--- src/kms_pkg.sv ---
`default_nettype none
// ----------------------------------------------------------------------------
// kms_pkg
// Shared types, constants and the key table for the keyboard matrix scanner.
// ----------------------------------------------------------------------------
package kms_pkg;

    // Number of scan phases. Phase zero drives, phase one reads, the rest idle.
    localparam int unsigned SCAN_PHASES = 2;
    localparam int unsigned PHASE_W     = 4;
    localparam int unsigned LINE_W      = 7;
    localparam int unsigned SENSE_W     = 6;
    localparam int unsigned CODE_W      = 13;
    localparam int unsigned CHAR_W      = 7;
    localparam int unsigned KEY_COUNT   = 35;

    // Phase codes.
    localparam logic [PHASE_W-1:0] PHASE_DRIVE = PHASE_W'(0);
    localparam logic [PHASE_W-1:0] PHASE_READ  = PHASE_W'(1);
    localparam logic [PHASE_W-1:0] PHASE_LAST  = PHASE_W'(SCAN_PHASES - 1);

    // Drive line after reset, and the last line before the wrap.
    localparam logic [LINE_W-1:0] LINE_FIRST = 7'h01;
    localparam logic [LINE_W-1:0] LINE_LAST  = 7'h40;

    // Character reported for the ON key.
    localparam logic [CHAR_W-1:0] CHAR_ON   = 7'h6F;
    localparam logic [CHAR_W-1:0] CHAR_NONE = 7'h00;

    // Word carried by the input channel: one scan tick.
    typedef struct packed {
        logic [7:0] sense_byte;
        logic       kept_latch_bit;
    } tick_word_t;

    // Word carried by the output channel: one scan result.
    typedef struct packed {
        logic              latch_write;
        logic [7:0]        latch_byte;
        logic              key_found;
        logic [CHAR_W-1:0] key_char;
    } result_word_t;

    // Outcome of a key table lookup.
    typedef struct packed {
        logic              hit;
        logic [CHAR_W-1:0] key_char;
    } key_hit_t;

    // Key table: code is sense value in bits 12..8, drive line in bits 6..0.
    function automatic logic [CODE_W-1:0] key_code(input int unsigned idx);
        logic [CODE_W-1:0] c;
        case (idx)
            0:  c = 13'h1002;  1:  c = 13'h1004;  2:  c = 13'h1008;
            3:  c = 13'h1040;  4:  c = 13'h1010;  5:  c = 13'h1020;
            6:  c = 13'h0802;  7:  c = 13'h0804;  8:  c = 13'h0808;
            9:  c = 13'h0840;  10: c = 13'h0810;  11: c = 13'h0820;
            12: c = 13'h0402;  13: c = 13'h0404;  14: c = 13'h0408;
            15: c = 13'h0440;  16: c = 13'h0410;  17: c = 13'h0420;
            18: c = 13'h0202;  19: c = 13'h0204;  20: c = 13'h0208;
            21: c = 13'h0240;  22: c = 13'h0210;  23: c = 13'h0220;
            24: c = 13'h0108;  25: c = 13'h0140;  26: c = 13'h0101;
            27: c = 13'h0120;  28: c = 13'h0102;  29: c = 13'h0104;
            30: c = 13'h0801;  31: c = 13'h1001;  32: c = 13'h0201;
            33: c = 13'h0401;  34: c = 13'h0110;
            default: c = '0;
        endcase
        return c;
    endfunction

    function automatic logic [CHAR_W-1:0] key_ascii(input int unsigned idx);
        logic [CHAR_W-1:0] a;
        case (idx)
            0:  a = 7'h41;  1:  a = 7'h42;  2:  a = 7'h43;  3:  a = 7'h44;
            4:  a = 7'h45;  5:  a = 7'h46;  6:  a = 7'h47;  7:  a = 7'h48;
            8:  a = 7'h49;  9:  a = 7'h4A;  10: a = 7'h4B;  11: a = 7'h4C;
            12: a = 7'h4D;  13: a = 7'h4E;  14: a = 7'h4F;  15: a = 7'h50;
            16: a = 7'h51;  17: a = 7'h52;  18: a = 7'h53;  19: a = 7'h54;
            20: a = 7'h55;  21: a = 7'h56;  22: a = 7'h57;  23: a = 7'h58;
            24: a = 7'h59;  25: a = 7'h5A;  26: a = 7'h6D;  27: a = 7'h78;
            28: a = 7'h73;  29: a = 7'h2D;  30: a = 7'h6C;  31: a = 7'h72;
            32: a = 7'h75;  33: a = 7'h64;  34: a = 7'h20;
            default: a = CHAR_NONE;
        endcase
        return a;
    endfunction

endpackage
`default_nettype wire

--- src/kms_key_decode.sv ---
`default_nettype none
// ----------------------------------------------------------------------------
// kms_key_decode
// Matches a 13-bit matrix code against the fixed key table in parallel.
// ----------------------------------------------------------------------------
module kms_key_decode (
    input  wire logic [kms_pkg::CODE_W-1:0] code,
    output kms_pkg::key_hit_t               result
);
    import kms_pkg::*;

    logic [KEY_COUNT-1:0] match;

    // One comparator per table entry.
    always_comb
    begin
        for (int unsigned i = 0; i < KEY_COUNT; i++)
        begin
            match[i] = (code == key_code(i));
        end
    end

    // Codes in the table are distinct, so at most one entry matches.
    always_comb
    begin
        result.hit      = |match;
        result.key_char = CHAR_NONE;
        for (int unsigned i = 0; i < KEY_COUNT; i++)
        begin
            if (match[i])
            begin
                result.key_char = result.key_char | key_ascii(i);
            end
        end
    end

endmodule
`default_nettype wire

--- src/keyboard_matrix_scanner.sv ---
`default_nettype none
// ----------------------------------------------------------------------------
// keyboard_matrix_scanner
// Steps through drive and read phases of a key matrix and reports keys.
// ----------------------------------------------------------------------------
//  Channel  Signals                          Direction  Word type
//  tick     tick_valid / tick_stall / tick   in         tick_word_t
//  result   result_valid / result_stall /    out        result_word_t
//           result
//
//  One scan tick is taken every cycle while tick_stall is low; its result
//  word appears in the next cycle from the result register, the only stage.
//  A tick is still taken while a result waits, as long as that result is
//  taken in the same cycle; otherwise tick_stall follows result_stall.
//  Reset puts the scanner in the drive phase with drive line 0x01 and no
//  line remembered, and empties the result register.
// ----------------------------------------------------------------------------
module keyboard_matrix_scanner (
    input  wire logic                  clk,
    input  wire logic                  rst_n,
    input  wire logic                  tick_valid,
    output logic                       tick_stall,
    input  wire kms_pkg::tick_word_t   tick,
    output logic                       result_valid,
    input  wire logic                  result_stall,
    output kms_pkg::result_word_t      result
);
    import kms_pkg::*;

    logic [PHASE_W-1:0] phase_reg, phase_next;
    logic [LINE_W-1:0]  line_reg, line_next;
    logic [LINE_W-1:0]  column_reg, column_next;
    logic               valid_reg, valid_next;
    result_word_t       word_reg, word_next;

    logic               take;
    logic [SENSE_W-1:0] sense;
    logic [CODE_W-1:0]  code;
    key_hit_t           hit;

    // A tick is taken when the result register is empty or being emptied.
    assign tick_stall = valid_reg & result_stall;
    assign take       = tick_valid & ~tick_stall;

    // Code for the table: sense lines above the remembered drive line.
    assign sense = tick.sense_byte[7:2];
    assign code  = {sense[4:0], 1'b0, column_reg};

    kms_key_decode u_decode (
        .code   (code),
        .result (hit)
    );

    // Phase step and result word for the tick now offered.
    always_comb
    begin
        phase_next  = phase_reg;
        line_next   = line_reg;
        column_next = column_reg;
        word_next   = '0;

        if (phase_reg == PHASE_DRIVE)
        begin
            word_next.latch_write = 1'b1;
            word_next.latch_byte  = {tick.kept_latch_bit, line_reg};
            column_next           = line_reg;
            line_next = (line_reg == LINE_LAST) ? LINE_FIRST
                                                : {line_reg[LINE_W-2:0], 1'b0};
        end
        else if (phase_reg == PHASE_READ)
        begin
            if (sense[5])
            begin
                word_next.key_found = 1'b1;
                word_next.key_char  = CHAR_ON;
            end
            else if (sense != '0)
            begin
                word_next.key_found = hit.hit;
                word_next.key_char  = hit.key_char;
            end
        end

        phase_next = (phase_reg == PHASE_LAST) ? PHASE_DRIVE
                                               : phase_reg + PHASE_W'(1);
    end

    // Result register occupancy.
    always_comb
    begin
        if (take)
        begin
            valid_next = 1'b1;
        end
        else if (~result_stall)
        begin
            valid_next = 1'b0;
        end
        else
        begin
            valid_next = valid_reg;
        end
    end

    // Scan state and occupancy.
    always_ff @(posedge clk or negedge rst_n)
    begin
        if (!rst_n)
        begin
            phase_reg  <= PHASE_DRIVE;
            line_reg   <= LINE_FIRST;
            column_reg <= '0;
            valid_reg  <= 1'b0;
        end
        else
        begin
            valid_reg <= valid_next;
            if (take)
            begin
                phase_reg  <= phase_next;
                line_reg   <= line_next;
                column_reg <= column_next;
            end
        end
    end

    // Result word payload.
    always_ff @(posedge clk)
    begin
        if (take)
        begin
            word_reg <= word_next;
        end
    end

    assign result_valid = valid_reg;
    assign result       = word_reg;

endmodule
`default_nettype wire

--- config.mk ---
export PLATFORM = sky130hd
export DESIGN_NAME = keyboard_matrix_scanner
export DESIGN_NICKNAME = d
export VERILOG_FILES = /design/src/kms_pkg.sv /design/src/kms_key_decode.sv /design/src/keyboard_matrix_scanner.sv
export SDC_FILE = /design/constraint.sdc
export NUM_CORES = 1
export LEC_CHECK = 0
export BUFFER_PORTS_ARGS = -buffer_cell sky130_fd_sc_hd__buf_2
export CAP_MARGIN = 15
export CORE_ASPECT_RATIO = 0.5
export CORE_MARGIN = 2
export CORE_UTILIZATION = 38
export DETAILED_ROUTE_END_ITERATION = 8
export HOLD_SLACK_MARGIN = 0.08
export PLACE_DENSITY_LB_ADDON = 0.08
export SYNTH_ARGS = -nofsm -noshare
export SYNTH_HDL_FRONTEND = slang
export SYNTH_SLANG_ARGS = --single-unit
--- constraint.sdc ---
create_clock -name clk -period 5.2 [get_ports clk]
set_input_delay 0.52 -clock clk [delete_from_list [all_inputs] [get_ports clk]]
set_output_delay 0.52 -clock clk [all_outputs]
set_load 0.005 [all_outputs]
==> results.txt <==
- The run finished with clean final reports.
* Count of flip-flops with a built-in enable after synthesis: 17
- Clock transition at the registers of the reported paths: 60 ps
- Detailed router's first-iteration violation count: 97
- In this run the tightest slew margin relative to its limit is 29.3%.
- For this run, global-route usage on met3 was measured as 5.53%.
* Count of filler cells inserted in the layout: 531
- The initial utilization of the core area, before any placement, comes to 39.6%.
- After synthesis, the mean cell area works out to 8.95 sq um.
- Setup violations remaining at the end of the flow were counted as 0.
* Share of the synthesized area in the top cell type: 23.5%
- At the worst endpoint, the required time is 5320 ps.
- In the synthesized netlist the dominant register cell turns out to be sky130_fd_sc_hd__dfrtp_1.
* Unrepaired setup endpoints after global routing: no
- In the routed layout, each cell is associated on average with a via count of 5.50.
- The H-tree generated during clock tree synthesis spans 2 levels.
- The floorplan step defined a core boundary enclosing 5490 sq um.
- Accumulated negative setup slack: 0 ps
* Synth Instances: 243
- Pin placement for this block handled 32 I/O pins.
* Layout cells sized above 1: 19.5%
- After synthesis, the most frequently instantiated cells are 42 x sky130_fd_sc_hd__nand2_1, 18 x sky130_fd_sc_hd__dfrtp_1, 17 x sky130_fd_sc_hd__edfxtp_1, 17 x sky130_fd_sc_hd__nor2_1, 14 x sky130_fd_sc_hd__clkbuf_1.
- Of the synthesized area, sequential elements account for 45.4%.
* Post-layout net count: 273
- Global-route wire length before repair: 8590 microns
- In this run, CTS created clock tree buffers numbering 5.
- M1 GR Usage: 25.2%
- Crit-path max FO: 16
- After detailed routing, the average wire length per cell comes to 15.7 microns.
- Number of detailed-route iterations in the first pass: 4
- Least-Margin Pin Slew: 1040 ps
- Congestion Overflow GR: 0
- The synthesized design contains 36 register bits.
- The die is 57.5 microns tall.
* Cell area after technology mapping: 2180 sq um
- IR analysis of the VDD net gives a maximum drop of 0.128 mV.
- In this run the remaining antenna-violating nets after routing total 0.
- The register with the most flip-flops in the layout has 17 of them.
- Clock sinks: 36
- Of all cell types, the one taking the most synthesized area is sky130_fd_sc_hd__edfxtp_1.
- Later-pin clock latency in the skew report: 280 ps
- Static timing analysis puts the maximum clock frequency at 389 MHz.
- Global routing used 24.8% of the available met2 tracks.
- Routability-driven placement finished with a final weighted congestion of 0.878.
- Placed cell count: 326
* Data arrival time at the worst-slack endpoint: 2680 ps
* Static power due to leakage: 1.05 nW
- Initial antenna violation count: 0
* Dominant cells by area after synthesis: sky130_fd_sc_hd__edfxtp_1 23%, sky130_fd_sc_hd__dfrtp_1 21%, sky130_fd_sc_hd__nand2_1 7.2%, sky130_fd_sc_hd__nor4_1 3.2%, sky130_fd_sc_hd__nor2_1 2.9%
* Total wire length: 5230 microns
- Die footprint: 6380 sq um
* Cell variety after synth: 48
- For this run, the number of standard cells in the final layout without fillers is 334.
- Critical Path End Type: flop
- The floorplan has 19 rows.
- Relative to the synthesized area, the layout overhead comes to 14.7%.
- By instance count, the leading cell after synthesis is sky130_fd_sc_hd__nand2_1.
- Cell chosen for the clock root: sky130_fd_sc_hd__clkbuf_16
- No sink is reached through more buffers than the 2 on the longest clock path.
- Cts hold-fix bufs: 0
* Async S/R FF share, synth: 52.8%
* Placed wire-length estimate after detailed placement: 3610 microns
- The final number of max-transition violations is 0.
- The routed layout has 1837 vias.
- In this run the most used layer during global routing was met1.
* IO Port Bufs: 29
* Worst-case clock skew: 6.34 ps
- Overall power after layout: 761 uW
- Synth Net Count: 256
* Count of maximum capacitance violations: 0
- Shortest period the worst path allows: 2570 ps
- Power spread over the standard cell area amounts to 305 nW/um^2.
- Worst setup path category: reg -> reg
- Remaining design rule violation count: 0
* Width of the die: 111 microns
- In the finished design, the share of the clock period the worst path needs comes to 49.4%.
- The number of setup buffers added after CTS is 0.
* TritonCTS clock tree: yes
- Diode insertion count for antenna repair: 0
* Path class of the lowest-slack min-delay path: in -> async
- Synth warn: 0
- The via count of the first global-routing pass is 1682.
* Largest net degree at the start of global routing: 23
* Quantity of gates resized following cts: 0
- Global-route usage over all layers: 17.3%
- Count of final hold-check violations: 0
- STA classifies the critical path startpoint as a flop.
-- where the power goes --
part / total [mW] / switching [mW] / internal (mW)
sequential: 0.334 / 0.00991 / 0.324
clock: 0.324 / 0.118 / 0.206
combinational: 0.104 / 0.0672 / 0.0365
total: 0.761 / 0.196 / 0.566
-- per-layer routing --
metal / up-vias / part of all wire (%)
li1: 912 / -
met1: 860 / 52
met2: 58 / 40
met3: 7 / 6.4
met4: 0 / 1.1
met5: - / 0
-- stage by stage --
step / hold slack (ps) / instance area, sq um / setup slack (ps) / util, %
detailed placement: 486 / 2330 / 2560 / 42.5
finish: 172 / 2490 / 2630 / 45.4
floorplan: 224 / 2180 / 2850 / -
global route: 206 / 2490 / 2460 / 45.4
global placement: 481 / 2330 / 2520 / 42.5
CTS: 183 / 2490 / 2630 / 45.4
-- layout make-up --
cell class                 instances  area, sq um  area share, %
multi-input combinational        185         1090           43.8
timing repair buffer              30          153           6.12
clock inverter                     2         12.5          0.502
sequential                        36          987           39.6
clock buffer                       6          150           6.02
tap                               73         91.3           3.66
inverter                           2         7.51          0.301
-- critical path, stage by stage, from the launching register on --
cell and delay [ps]:
sky130_fd_sc_hd__dfrtp_1 570, sky130_fd_sc_hd__or4_1 660, sky130_fd_sc_hd__nor4_1 510, sky130_fd_sc_hd__o21ai_0 270, sky130_fd_sc_hd__nand3b_2 160, sky130_fd_sc_hd__a21oi_2 50, sky130_fd_sc_hd__a211oi_2 170
-- placed cells by master (no fill, tap or decap), types with 4 or more instances in the layout --
| master | Yosys | routed |
|---|---|---|
| sky130_fd_sc_hd__a21oi_1 | 10 | 10 |
| sky130_fd_sc_hd__a31oi_1 | 5 | 5 |
| sky130_fd_sc_hd__and2_1 | 9 | 9 |
| sky130_fd_sc_hd__buf_2 | 4 | 29 |
| sky130_fd_sc_hd__clkbuf_16 | 0 | 6 |
| sky130_fd_sc_hd__dfrtp_1 | 18 | 18 |
| sky130_fd_sc_hd__edfxtp_1 | 17 | 17 |
| sky130_fd_sc_hd__nand2_1 | 42 | 42 |
| sky130_fd_sc_hd__nand2b_1 | 5 | 5 |
| sky130_fd_sc_hd__nand3_1 | 4 | 4 |
| sky130_fd_sc_hd__nor2_1 | 17 | 17 |
| sky130_fd_sc_hd__nor3_1 | 10 | 10 |
| sky130_fd_sc_hd__nor4_1 | 11 | 11 |
| sky130_fd_sc_hd__o21ai_0 | 12 | 12 |
| sky130_fd_sc_hd__or4_1 | 4 | 4 |
| sky130_fd_sc_hd__xnor2_1 | 7 | 7 |
| sky130_fd_sc_hd__xor2_1 | 7 | 7 |
-- worst paths after layout --
path / to / depth (start not counted) / slack (ps) / start
worst max-delay path: result[4] / 6 / 2630 / column_reg[1]
worst min-delay path: column_reg[6] / 1 / 170 / rst_n
worst max register to register: result[4] / 6 / 2630 / column_reg[1]
worst min register to register: line_reg[0] / 2 / 500 / line_reg[0]
max in group asynchronous: line_reg[0] / 1 / 4700 / rst_n
min in group clk: result_valid / 2 / 460 / tick_valid
-- cells by family after synthesis --
kind of cell | count (synthesis) | share of synthesized area [%]
DFF | 36 | 45.4
xor gates and xnor gates | 14 | 5.64
buffers and inverters | 22 | 4.37
and+or+nand+nor | 124 | 30.5
AOI/OAI and AO/OA | 47 | 14.1
No activity file was read; power rests on OpenSTA's default activity.
